$ cat src/hw/rtl/jvcirpe_pkg.sv
// Shared types and constants of the infrared pulse-distance frame encoder.
// Holds the field widths, register indexes and controller/datapath structs.
// Depends on nothing; every other file imports it.
`timescale 1ns / 1ps

package jvcirpe_pkg;

    localparam int PAYLOAD_W   = 32;
    localparam int BIT_COUNT_W = 6;
    localparam int DUR_W       = 16;
    localparam int CFG_IDX_W   = 3;
    localparam int MAX_BITS    = 32;
    localparam int LIMIT_BITS  = (MAX_BITS < PAYLOAD_W) ? MAX_BITS : PAYLOAD_W;
    localparam int BIT_IDX_W   = $clog2(PAYLOAD_W);
    localparam int S_TDATA_W   = ((PAYLOAD_W + BIT_COUNT_W + 7) / 8) * 8;
    localparam int M_TDATA_W   = ((2 * DUR_W + 7) / 8) * 8;

    localparam logic [CFG_IDX_W-1:0] REG_HEADER_MARK  = 3'd0;
    localparam logic [CFG_IDX_W-1:0] REG_HEADER_SPACE = 3'd1;
    localparam logic [CFG_IDX_W-1:0] REG_BIT_MARK     = 3'd2;
    localparam logic [CFG_IDX_W-1:0] REG_ONE_SPACE    = 3'd3;
    localparam logic [CFG_IDX_W-1:0] REG_ZERO_SPACE   = 3'd4;

    localparam logic [DUR_W-1:0] RST_HEADER_MARK  = 16'd8000;
    localparam logic [DUR_W-1:0] RST_HEADER_SPACE = 16'd4000;
    localparam logic [DUR_W-1:0] RST_BIT_MARK     = 16'd600;
    localparam logic [DUR_W-1:0] RST_ONE_SPACE    = 16'd1600;
    localparam logic [DUR_W-1:0] RST_ZERO_SPACE   = 16'd550;

    typedef struct packed {
        logic load;
        logic emit_header;
        logic emit_bit;
        logic emit_stop;
    } cmd_t;

    typedef struct packed {
        logic cnt_zero;
        logic out_free;
    } status_t;

endpackage

$ cat src/hw/rtl/jvcirpe_ctrl.sv
// Frame sequencer of the infrared pulse-distance encoder.
// Steps through header, data bits and stop symbol; drives the datapath commands.
// Depends on jvcirpe_pkg.
`timescale 1ns / 1ps

module jvcirpe_ctrl (
    input  logic                 clk,
    input  logic                 rst_n,
    input  logic                 s_axis_tvalid,
    output logic                 s_axis_tready,
    input  logic                 is_repeat,
    input  jvcirpe_pkg::status_t status,
    output jvcirpe_pkg::cmd_t    cmd
);
    import jvcirpe_pkg::*;

    typedef enum logic [2:0] {
        ST_IDLE   = 3'b001,
        ST_HEADER = 3'b010,
        ST_BODY   = 3'b100
    } state_t;

    state_t state_reg;
    state_t state_next;

    always_comb
    begin
        state_next      = state_reg;
        cmd             = '0;
        s_axis_tready   = 1'b0;
        unique case (state_reg)
            ST_IDLE:
            begin
                s_axis_tready = 1'b1;
                if (s_axis_tvalid)
                begin
                    cmd.load   = 1'b1;
                    state_next = is_repeat ? ST_BODY : ST_HEADER;
                end
            end
            ST_HEADER:
            begin
                if (status.out_free)
                begin
                    cmd.emit_header = 1'b1;
                    state_next      = ST_BODY;
                end
            end
            ST_BODY:
            begin
                if (status.out_free)
                begin
                    if (status.cnt_zero)
                    begin
                        cmd.emit_stop = 1'b1;
                        state_next    = ST_IDLE;
                    end
                    else
                    begin
                        cmd.emit_bit = 1'b1;
                    end
                end
            end
            default:
            begin
                state_next = ST_IDLE;
            end
        endcase
    end

    always_ff @(posedge clk or negedge rst_n)
    begin
        if (!rst_n)
        begin
            state_reg <= ST_IDLE;
        end
        else
        begin
            state_reg <= state_next;
        end
    end

    a_emit_needs_room: assert property (@(posedge clk) disable iff (!rst_n)
        (cmd.emit_header || cmd.emit_bit || cmd.emit_stop) |-> status.out_free)
        else $error("symbol emitted while the output register was occupied");

    a_bit_needs_count: assert property (@(posedge clk) disable iff (!rst_n)
        cmd.emit_bit |-> !status.cnt_zero)
        else $error("data bit emitted with no bits left");

    a_load_starts_frame: assert property (@(posedge clk) disable iff (!rst_n)
        cmd.load |=> (state_reg != ST_IDLE))
        else $error("accepted request did not start a frame");

    a_stop_ends_frame: assert property (@(posedge clk) disable iff (!rst_n)
        cmd.emit_stop |=> (state_reg == ST_IDLE))
        else $error("frame did not end after the stop symbol");

endmodule

$ cat src/hw/rtl/jvcirpe_dp.sv
// Datapath of the infrared pulse-distance encoder.
// Holds the timing registers, the request payload and bit count, and the output register.
// Depends on jvcirpe_pkg.
`timescale 1ns / 1ps

module jvcirpe_dp (
    input  logic                                 clk,
    input  logic                                 rst_n,
    input  logic                                 cfg_valid,
    input  logic [jvcirpe_pkg::CFG_IDX_W-1:0]    cfg_index,
    input  logic [jvcirpe_pkg::DUR_W-1:0]        cfg_data,
    input  logic [jvcirpe_pkg::PAYLOAD_W-1:0]    payload,
    input  logic [jvcirpe_pkg::BIT_COUNT_W-1:0]  bit_count,
    input  jvcirpe_pkg::cmd_t                    cmd,
    output jvcirpe_pkg::status_t                 status,
    output logic                                 m_valid,
    input  logic                                 m_ready,
    output logic [jvcirpe_pkg::DUR_W-1:0]        mark_us,
    output logic [jvcirpe_pkg::DUR_W-1:0]        space_us,
    output logic                                 last
);
    import jvcirpe_pkg::*;

    logic [DUR_W-1:0]       header_mark_reg;
    logic [DUR_W-1:0]       header_space_reg;
    logic [DUR_W-1:0]       bit_mark_reg;
    logic [DUR_W-1:0]       one_space_reg;
    logic [DUR_W-1:0]       zero_space_reg;
    logic [PAYLOAD_W-1:0]   data_reg;
    logic [BIT_COUNT_W-1:0] cnt_reg;
    logic [BIT_COUNT_W-1:0] cnt_next;
    logic [BIT_COUNT_W-1:0] cnt_dec;
    logic [BIT_COUNT_W-1:0] cnt_sat;
    logic [BIT_IDX_W-1:0]   bit_idx;
    logic                   m_valid_reg;
    logic [DUR_W-1:0]       mark_reg;
    logic [DUR_W-1:0]       space_reg;
    logic                   last_reg;
    logic                   emit;

    always_ff @(posedge clk or negedge rst_n)
    begin
        if (!rst_n)
        begin
            header_mark_reg  <= RST_HEADER_MARK;
            header_space_reg <= RST_HEADER_SPACE;
            bit_mark_reg     <= RST_BIT_MARK;
            one_space_reg    <= RST_ONE_SPACE;
            zero_space_reg   <= RST_ZERO_SPACE;
        end
        else if (cfg_valid)
        begin
            unique case (cfg_index)
                REG_HEADER_MARK:  header_mark_reg  <= cfg_data;
                REG_HEADER_SPACE: header_space_reg <= cfg_data;
                REG_BIT_MARK:     bit_mark_reg     <= cfg_data;
                REG_ONE_SPACE:    one_space_reg    <= cfg_data;
                REG_ZERO_SPACE:   zero_space_reg   <= cfg_data;
                default:          ;
            endcase
        end
    end

    // Counts above the limit are clipped so that a frame never exceeds the payload.
    assign cnt_sat = (bit_count > BIT_COUNT_W'(LIMIT_BITS)) ? BIT_COUNT_W'(LIMIT_BITS)
                                                           : bit_count;
    assign cnt_dec = cnt_reg - BIT_COUNT_W'(1);
    assign bit_idx = cnt_dec[BIT_IDX_W-1:0];
    assign emit    = cmd.emit_header | cmd.emit_bit | cmd.emit_stop;

    always_comb
    begin
        cnt_next = cnt_reg;
        if (cmd.load)
        begin
            cnt_next = cnt_sat;
        end
        else if (cmd.emit_bit)
        begin
            cnt_next = cnt_dec;
        end
    end

    always_ff @(posedge clk)
    begin
        cnt_reg <= cnt_next;
        if (cmd.load)
        begin
            data_reg <= payload;
        end
        if (emit)
        begin
            last_reg <= cmd.emit_stop;
            if (cmd.emit_header)
            begin
                mark_reg  <= header_mark_reg;
                space_reg <= header_space_reg;
            end
            else if (cmd.emit_bit)
            begin
                mark_reg  <= bit_mark_reg;
                space_reg <= data_reg[bit_idx] ? one_space_reg : zero_space_reg;
            end
            else
            begin
                mark_reg  <= bit_mark_reg;
                space_reg <= '0;
            end
        end
    end

    always_ff @(posedge clk or negedge rst_n)
    begin
        if (!rst_n)
        begin
            m_valid_reg <= 1'b0;
        end
        else if (emit)
        begin
            m_valid_reg <= 1'b1;
        end
        else if (m_ready)
        begin
            m_valid_reg <= 1'b0;
        end
    end

    assign status.cnt_zero = (cnt_reg == '0);
    assign status.out_free = !m_valid_reg || m_ready;
    assign m_valid         = m_valid_reg;
    assign mark_us         = mark_reg;
    assign space_us        = space_reg;
    assign last            = last_reg;

endmodule

$ cat src/hw/rtl/jvc_ir_pulse_encoder_core.sv
// Top level of the infrared pulse-distance frame encoder.
// Joins the frame sequencer and the datapath to the stream and configuration ports.
// Depends on jvcirpe_pkg, jvcirpe_ctrl and jvcirpe_dp.
`timescale 1ns / 1ps

// One request beat yields a frame of symbol beats: a header symbol unless the
// request is a repeat, one symbol per data bit with the most significant bit
// first, and a stop symbol flagged by tlast; the bit count is clipped to 32.
// The sequencer hands one symbol a cycle to the output register while that
// register is free or being taken, and back-pressure holds it. A new request
// is taken as soon as the stop symbol has been loaded, even while it waits at
// the output. Timing registers may be written at any time the block is idle;
// writes to unused indexes are ignored.

module jvc_ir_pulse_encoder_core (
    input  logic                                 clk,
    input  logic                                 rst_n,
    // tdata: payload[31:0], bit_count[37:32], zero fill [39:38].
    input  logic [jvcirpe_pkg::S_TDATA_W-1:0]    s_axis_tdata,
    // tuser: is_repeat[0].
    input  logic [0:0]                           s_axis_tuser,
    input  logic                                 s_axis_tvalid,
    output logic                                 s_axis_tready,
    // tdata: mark_us[15:0], space_us[31:16].
    output logic [jvcirpe_pkg::M_TDATA_W-1:0]    m_axis_tdata,
    output logic                                 m_axis_tlast,
    output logic                                 m_axis_tvalid,
    input  logic                                 m_axis_tready,
    input  logic                                 cfg_valid,
    output logic                                 cfg_ready,
    input  logic [jvcirpe_pkg::CFG_IDX_W-1:0]    cfg_index,
    input  logic [jvcirpe_pkg::DUR_W-1:0]        cfg_data
);
    import jvcirpe_pkg::*;

    cmd_t             cmd;
    status_t          status;
    logic [DUR_W-1:0] mark_us;
    logic [DUR_W-1:0] space_us;

    assign cfg_ready = 1'b1;

    jvcirpe_ctrl u_ctrl (
        .clk           (clk),
        .rst_n         (rst_n),
        .s_axis_tvalid (s_axis_tvalid),
        .s_axis_tready (s_axis_tready),
        .is_repeat     (s_axis_tuser[0]),
        .status        (status),
        .cmd           (cmd)
    );

    jvcirpe_dp u_dp (
        .clk       (clk),
        .rst_n     (rst_n),
        .cfg_valid (cfg_valid),
        .cfg_index (cfg_index),
        .cfg_data  (cfg_data),
        .payload   (s_axis_tdata[PAYLOAD_W-1:0]),
        .bit_count (s_axis_tdata[PAYLOAD_W+BIT_COUNT_W-1:PAYLOAD_W]),
        .cmd       (cmd),
        .status    (status),
        .m_valid   (m_axis_tvalid),
        .m_ready   (m_axis_tready),
        .mark_us   (mark_us),
        .space_us  (space_us),
        .last      (m_axis_tlast)
    );

    assign m_axis_tdata = M_TDATA_W'({space_us, mark_us});

endmodule

$ cat config.mk
export PLATFORM = sky130hd
export DESIGN_NAME = jvc_ir_pulse_encoder_core
export DESIGN_NICKNAME = d
export VERILOG_FILES = /design/src/hw/rtl/jvcirpe_pkg.sv /design/src/hw/rtl/jvcirpe_ctrl.sv /design/src/hw/rtl/jvcirpe_dp.sv /design/src/hw/rtl/jvc_ir_pulse_encoder_core.sv
export SDC_FILE = /design/constraint.sdc
export NUM_CORES = 1
export LEC_CHECK = 0
export ABC_AREA = 0
export BUFFER_PORTS_ARGS = -buffer_cell sky130_fd_sc_hd__buf_2
export CORE_AREA = 10 10 139 141
export CTS_CLUSTER_SIZE = 20
export DETAILED_ROUTE_END_ITERATION = 8
export DIE_AREA = 0 0 149 151
export PLACE_DENSITY = 0.65
export SETUP_SLACK_MARGIN = 0.02
export SKIP_CTS_REPAIR_TIMING = 1
export SLEW_MARGIN = 40
export SYNTH_ARGS = -nofsm -noshare
export SYNTH_HDL_FRONTEND = slang
export SYNTH_SLANG_ARGS = --single-unit
export TNS_END_PERCENT = 30
$ cat constraint.sdc
create_clock -name clk -period 4.4 [get_ports clk]
set_input_delay 1.32 -clock clk [delete_from_list [all_inputs] [get_ports clk]]
set_output_delay 1.32 -clock clk [all_outputs]
set_load 0.1 [all_outputs]
After elaboration in Yosys (flattened, before gate mapping):

Cells that the tools add are included.

* flip-flop bits (word level): 155
* latch bits: 0
* memory bits (writable): 0
* memory bits (read-only): 0
* bits of input ports: 65
* output and inout bits: 36
* logic and storage cells: 66
* memories: 0

* $add $sub $neg: 1
* multipliers: 0
* div/mod/pow operators: 0
* $lt $le $gt $ge: 2
* equality and inequality tests: 11
* shift-type cells: 0
* mux-type cells: 26
* bitwise gates (word level): 2
* reduce and logical (&&, ||, !) cells: 12

Operators by type and width (number)
* $mux 16: 4
* $mux 6: 3
* $mux 3: 5
* $mux 1: 10
* $reduce_and 2->1: 5
* $eq 3x2->1 const B: 3
* $pmux 3 s3: 1
* $ne 2x2->1 const B: 4
* $eq 3x1->1 const B: 2
* $eq 3x3->1 const B: 2
* $gt 6x6->1 const B: 1
* $logic_not 6->1: 1
* $lt 5x6->1 const B: 1
* $sub 6x1->6 const B: 1
* $bmux 1 s5: 1
* $mux 2: 2
* $reduce_and 4->1: 1
* $reduce_bool 2->1: 2
* $logic_not 3->1: 1
* $or 1x1->1: 2
* $logic_not 1->1: 1
* $logic_or 1x1->1: 1

Logic depth before layout (Yosys ltp):

* depth in word-level cells: 7
* gate-level depth with buffers: 13
* mapped depth without buffers: 8

Cells and area by module:

Synthesis repeated with hierarchy kept, for this count alone.

* cells, all modules: 433
* area total of the unflattened synthesis: 6685.2 um2

Modules (own cells, without submodules)
* jvcirpe_dp: times used 1, cells each 409, area an instance 6467.5 um2, sequential area each 4187.8 um2
* jvcirpe_ctrl: times used 1, cells each 22, area an instance 206.4 um2, sequential area each 76.3 um2
* jvc_ir_pulse_encoder_core: times used 1, cells each 2, area an instance 11.3 um2, sequential area each 0.0 um2

Worst setup path after synthesis:

Ideal clock, no wire load.

* path type: register to register
* start point: register u_ctrl.state_reg[0]
* end point: register u_dp.cnt_reg[5] (data pin)
* arrival time: 4.500 ns
* path slack: -0.415 ns
* cell stages (with the launch flop): 7
* buffers on the path: 2
* period minus slack after synthesis: 4.815 ns
* path through: dfstp_2 -> inv_1 -> nor3_1 -> and2_1 -> clkbuf_1 -> clkbuf_1 -> o21ai_0

RTL lines
* from (decl): line jvcirpe_ctrl.sv:23 `state_t state_reg;`
* from (signal assigned): line jvcirpe_ctrl.sv:79 `state_reg <= state_next;`
* to (signal assigned): line jvcirpe_dp.sv:86 `cnt_reg <= cnt_next;`
* to (decl): line jvcirpe_dp.sv:30 `logic [BIT_COUNT_W-1:0] cnt_reg;`

Worst setup path in the final report:

* start point: register u_dp.cnt_reg[0]
* end point: register u_dp.space_reg[1], in the netlist u_dp.space_us[1] (data pin)

* word-level cells in the longest chain between the ends: 6
* elaborated cells on any way between the ends: 10
* classes of those cells: add/sub (1); mux (8); reduce/logical (1)

Ends and longest elaborated chain
* $sub 6x1->6 or $logic_not 6->1 (tied branches): line jvcirpe_dp.sv:67, jvcirpe_dp.sv:128
* $bmux 1 s5 or $mux 1 (tied branches): line jvcirpe_dp.sv:102, jvcirpe_ctrl.sv:53
* $mux 1 (not written as such) or $mux 2 (tied branches): line jvcirpe_dp.sv:102, jvcirpe_ctrl.sv:51
* $mux 16 or $mux 2 (tied branches): line jvcirpe_dp.sv:102, jvcirpe_ctrl.sv:31
* $mux 16 (*): line jvcirpe_dp.sv:99 `else if (cmd.emit_bit)`
* $mux 16 (*): line jvcirpe_dp.sv:94 `if (cmd.emit_header)`
* to (signal assigned): line jvcirpe_dp.sv:97 `space_reg <= header_space_reg;`
* to (signal assigned): line jvcirpe_dp.sv:102 `space_reg <= data_reg[bit_idx] ? one_space_reg : zero_space_reg;`
* to (decl): line jvcirpe_dp.sv:37 `logic [DUR_W-1:0] space_reg;`

Every way passes the cells marked *; elsewhere a longest branch is shown, timed or not. The select of a mux whose other input is x is not followed.
A chain may end at the register's enable or synchronous reset.

==> run summary <==
Post-Route Skew -> 11.9 ps
class of the worst hold path -> reg -> reg
CTS tree -> yes
Slew HR -> 46.2%
placeable core area -> 0.0165 mm2
Worst path slowest cell -> edfxtp_1
CTS H-tree lvls -> 4
fmax -> 272 MHz
Clock Path Buffers -> 2
synthesized net count -> 492
via density per instance -> 5.18
clock sink total -> 155
pin count of the biggest net entering global routing -> 85
max FFs per register -> 32
number of antenna violations at the first check in global routing -> 1
# setup viols final -> 0
Port Buf Inserts -> 97
Worst path depth -> 8
vias in the first global route -> 4,282
WHS Path Cells -> 1
Fillers -> 1,448
crit path launch type -> flip-flop
RSZ-0062 raised after global routing -> false
DR iter-0 viols -> 191
starting density of the core -> 39.6%
Crit Reg-Reg Startpoint -> u_dp.cnt_reg[0]$_DFFE_PP_
first-pass GRT wire length -> 23.3 mm
Die Ht -> 151 um
Total GRT Usage -> 13.6%
crit path time final -> 3680 ps
Antenna Cells -> 0
Root Buffer -> clkbuf_16
num rows -> 47
Syn Std Cell Area -> 0.00652 mm2
Antenna Violating Nets Remaining -> 0
Max Cap Viol -> 0
WL final -> 15.1 mm
status -> completed
final hold vios -> 0
register area share after synthesis -> 65.4%
hpwl dp -> 9.85 mm
Max VDD drop -> 343 uV
Die X -> 149 um
GRT Residual Overflow -> 0
register bit total from synthesis -> 155
full die area -> 0.0225 mm2
crit path launch -> u_dp.cnt_reg[0]$_DFFE_PP_
final setup TNS -> 0 ps
routability cong. -> 0.757
period utilization -> 83.6%
Crit path max-delay family -> multiplexers
IO Count -> 101
area growth from synthesis to layout -> 20.8%
Pre-antenna DRT Iters -> 4
Hold Crit Start -> u_dp.header_space_reg[12]$_DFFE_PN0P_
nets@finish -> 593
share of cells above drive strength 1 -> 50.3%
LEAKAGE -> 3.11 nW
max-slew violations -> 0
WP buf/inv -> 1
cts bufs inserted -> 17
critical path capture point type -> flip-flop
dpl cells -> 727
routed length per instance -> 19.9 um
crit-path max FO -> 17
worst-skew pair later-pin latency -> 420 ps
Worst-path clk slew -> 60 ps
DRC Markers -> 0
via count -> 3,934
Worst Path Arrival -> 3950 ps
crit path kind -> reg -> reg
Reg2Reg Depth -> 8
Post-Synthesis Cells -> 425
mean post-synth cell area -> 15.3 um2
critical-path cell list -> inv_1, ha_1, xor2_2, mux4_2, mux2_2, o211ai_4, and2_4, a311o_1
Layout Cells excl Fill -> 759
Synth cell types -> 36
warnings from Yosys -> 0
Worst Max-Slew Pin Slew -> 803 ps
Max stage delay on crit path -> 550 ps
Worst Path Required -> 4680 ps
power density cells -> 700 mW/mm2
-- worst reg2reg max path, cell delays in order, from the launching register on --
cell	delay, ps
edfxtp_1	550
inv_1	240
ha_1	330
xor2_2	360
mux4_2	540
mux2_2	320
o211ai_4	520
and2_4	420
a311o_1	240
-- layer usage --
layer | track usage [%] | vias up | wire, um
li1 | - | 1776 | -
met1 | 15.7 | 2032 | 6290
met2 | 22.8 | 97 | 7670
met3 | 4.36 | 27 | 837
met4 | 6.04 | 2 | 304
met5 | 0 | - | 10
-- synth_stat cells --
| library cell | n | share of area (%) |
|---|---|---|
| conb_1 | 1 | 0.058 |
| dfstp_2 | 24 | 9.7 |
| nor2_1 | 8 | 0.46 |
| xor2_1 | 1 | 0.13 |
| nand2_1 | 22 | 1.3 |
| nor2b_1 | 4 | 0.38 |
| mux2i_1 | 6 | 0.92 |
| a21oi_1 | 18 | 1.4 |
| inv_1 | 4 | 0.23 |
| a31oi_1 | 3 | 0.29 |
| buf_6 | 2 | 0.35 |
| and2_1 | 18 | 1.7 |
| mux4_2 | 5 | 1.7 |
| or2_2 | 1 | 0.096 |
| nand2b_1 | 2 | 0.19 |
| and2_4 | 1 | 0.13 |
| clkbuf_1 | 15 | 0.86 |
| o21ai_0 | 8 | 0.61 |
| nor3b_1 | 2 | 0.23 |
| buf_2 | 4 | 0.31 |
| xnor2_1 | 4 | 0.54 |
| nand3b_1 | 5 | 0.58 |
| a311o_1 | 16 | 2.5 |
| xor2_2 | 1 | 0.25 |
| and3b_1 | 1 | 0.13 |
| ha_1 | 2 | 0.38 |
| buf_4 | 2 | 0.23 |
| o211ai_4 | 1 | 0.33 |
| dfrtp_1 | 60 | 23 |
| nor3_1 | 7 | 0.54 |
| mux2_2 | 97 | 17 |
| a2111oi_0 | 2 | 0.27 |
| nor4b_1 | 2 | 0.27 |
| nand3_1 | 4 | 0.31 |
| a31oi_2 | 1 | 0.19 |
| edfxtp_1 | 71 | 33 |
-- per-stage QoR --
stage | setup WS, ps | hold slack, ps | util [%] | cell area (um2) | total power [mW]
2_1_floorplan | 237 | 472 | - | 6520 | 3.65
3_3_place_gp | 765 | 480 | 44.1 | 7260 | 4.01
3_5_place_dp | 762 | 488 | 44.1 | 7270 | 4.08
4_1_cts | 687 | 502 | 47.8 | 7870 | 5.57
5_1_grt | 468 | 518 | 47.8 | 7880 | 5.79
6_report | 724 | 500 | 47.8 | 7880 | 5.51
-- kinds of logic after synthesis --
| logic type | Yosys count | synth area share, % |
|---|---|---|
| AND/OR/NAND/NOR | 77 | 6.31 |
| adder cells (fa/ha/maj) | 2 | 0.384 |
| multiplexers | 108 | 19.4 |
| other | 1 | 0.0575 |
| AO/OA/AOI/OAI | 49 | 5.53 |
| flip-flops | 155 | 65.4 |
| XOR/XNOR | 6 | 0.921 |
| buffers and inverters | 27 | 1.98 |
-- path summary, 6_finish.rpt --
path                                                               to  slack, ps
worst max-delay path                       u_dp.space_us[1]$_DFFE_PP_        720
worst min-delay path            u_dp.header_space_reg[12]$_DFFE_PN0P_        500
worst max register to register             u_dp.space_us[1]$_DFFE_PP_        720
worst min register to register  u_dp.header_space_reg[12]$_DFFE_PN0P_        500
max in group asynchronous          u_dp.one_space_reg[12]$_DFFE_PN0P_       2950
min in group asynchronous                    u_dp.m_valid$_DFFE_PN0P_        920
-- cell type report --
type,instances,area (um2),area share [%]
Multi-Input combinational cell,243,2160,27.5
Timing Repair Buffer,105,554,7.04
Sequential cell,155,4260,54.1
Clock inverter,5,78.8,1.00
Inverter,4,15.0,0.191
Tap cell,220,275,3.50
Clock buffer,27,524,6.66
-- power breakdown --
part	leakage, nW	internal [mW]	total [mW]	switching [mW]
clock	0.297	0.930	1.47	0.543
combinational	1.17	0.565	1.90	1.33
sequential	1.64	1.97	2.14	0.168
total	3.11	3.47	5.51	2.05
-- layout by cell type (no fill, tap or decap), drive strengths merged --
cell | synthesis | layout
buf | 8 | 104
mux2 | 97 | 97
edfxtp | 71 | 71
dfrtp | 60 | 60
clkbuf | 15 | 28
dfstp | 24 | 24
nand2 | 22 | 22
and2 | 19 | 19
a21oi | 18 | 18
a311o | 16 | 16
nor2 | 8 | 8
o21ai | 8 | 8
nor3 | 7 | 7
mux2i | 6 | 6
mux4 | 5 | 5
nand3b | 5 | 5
inv | 4 | 5
nor2b | 4 | 4
xnor2 | 4 | 4
nand3 | 4 | 4
a31oi | 4 | 4
a2111oi | 2 | 2
nor4b | 2 | 2
nand2b | 2 | 2
ha | 2 | 2
bufinv | 0 | 2
clkinv | 0 | 2
nor3b | 2 | 2
xor2 | 2 | 2
and3b | 1 | 1
o211ai | 1 | 1
or2 | 1 | 1
conb | 1 | 1
No activity file was read; power rests on OpenSTA's default activity.
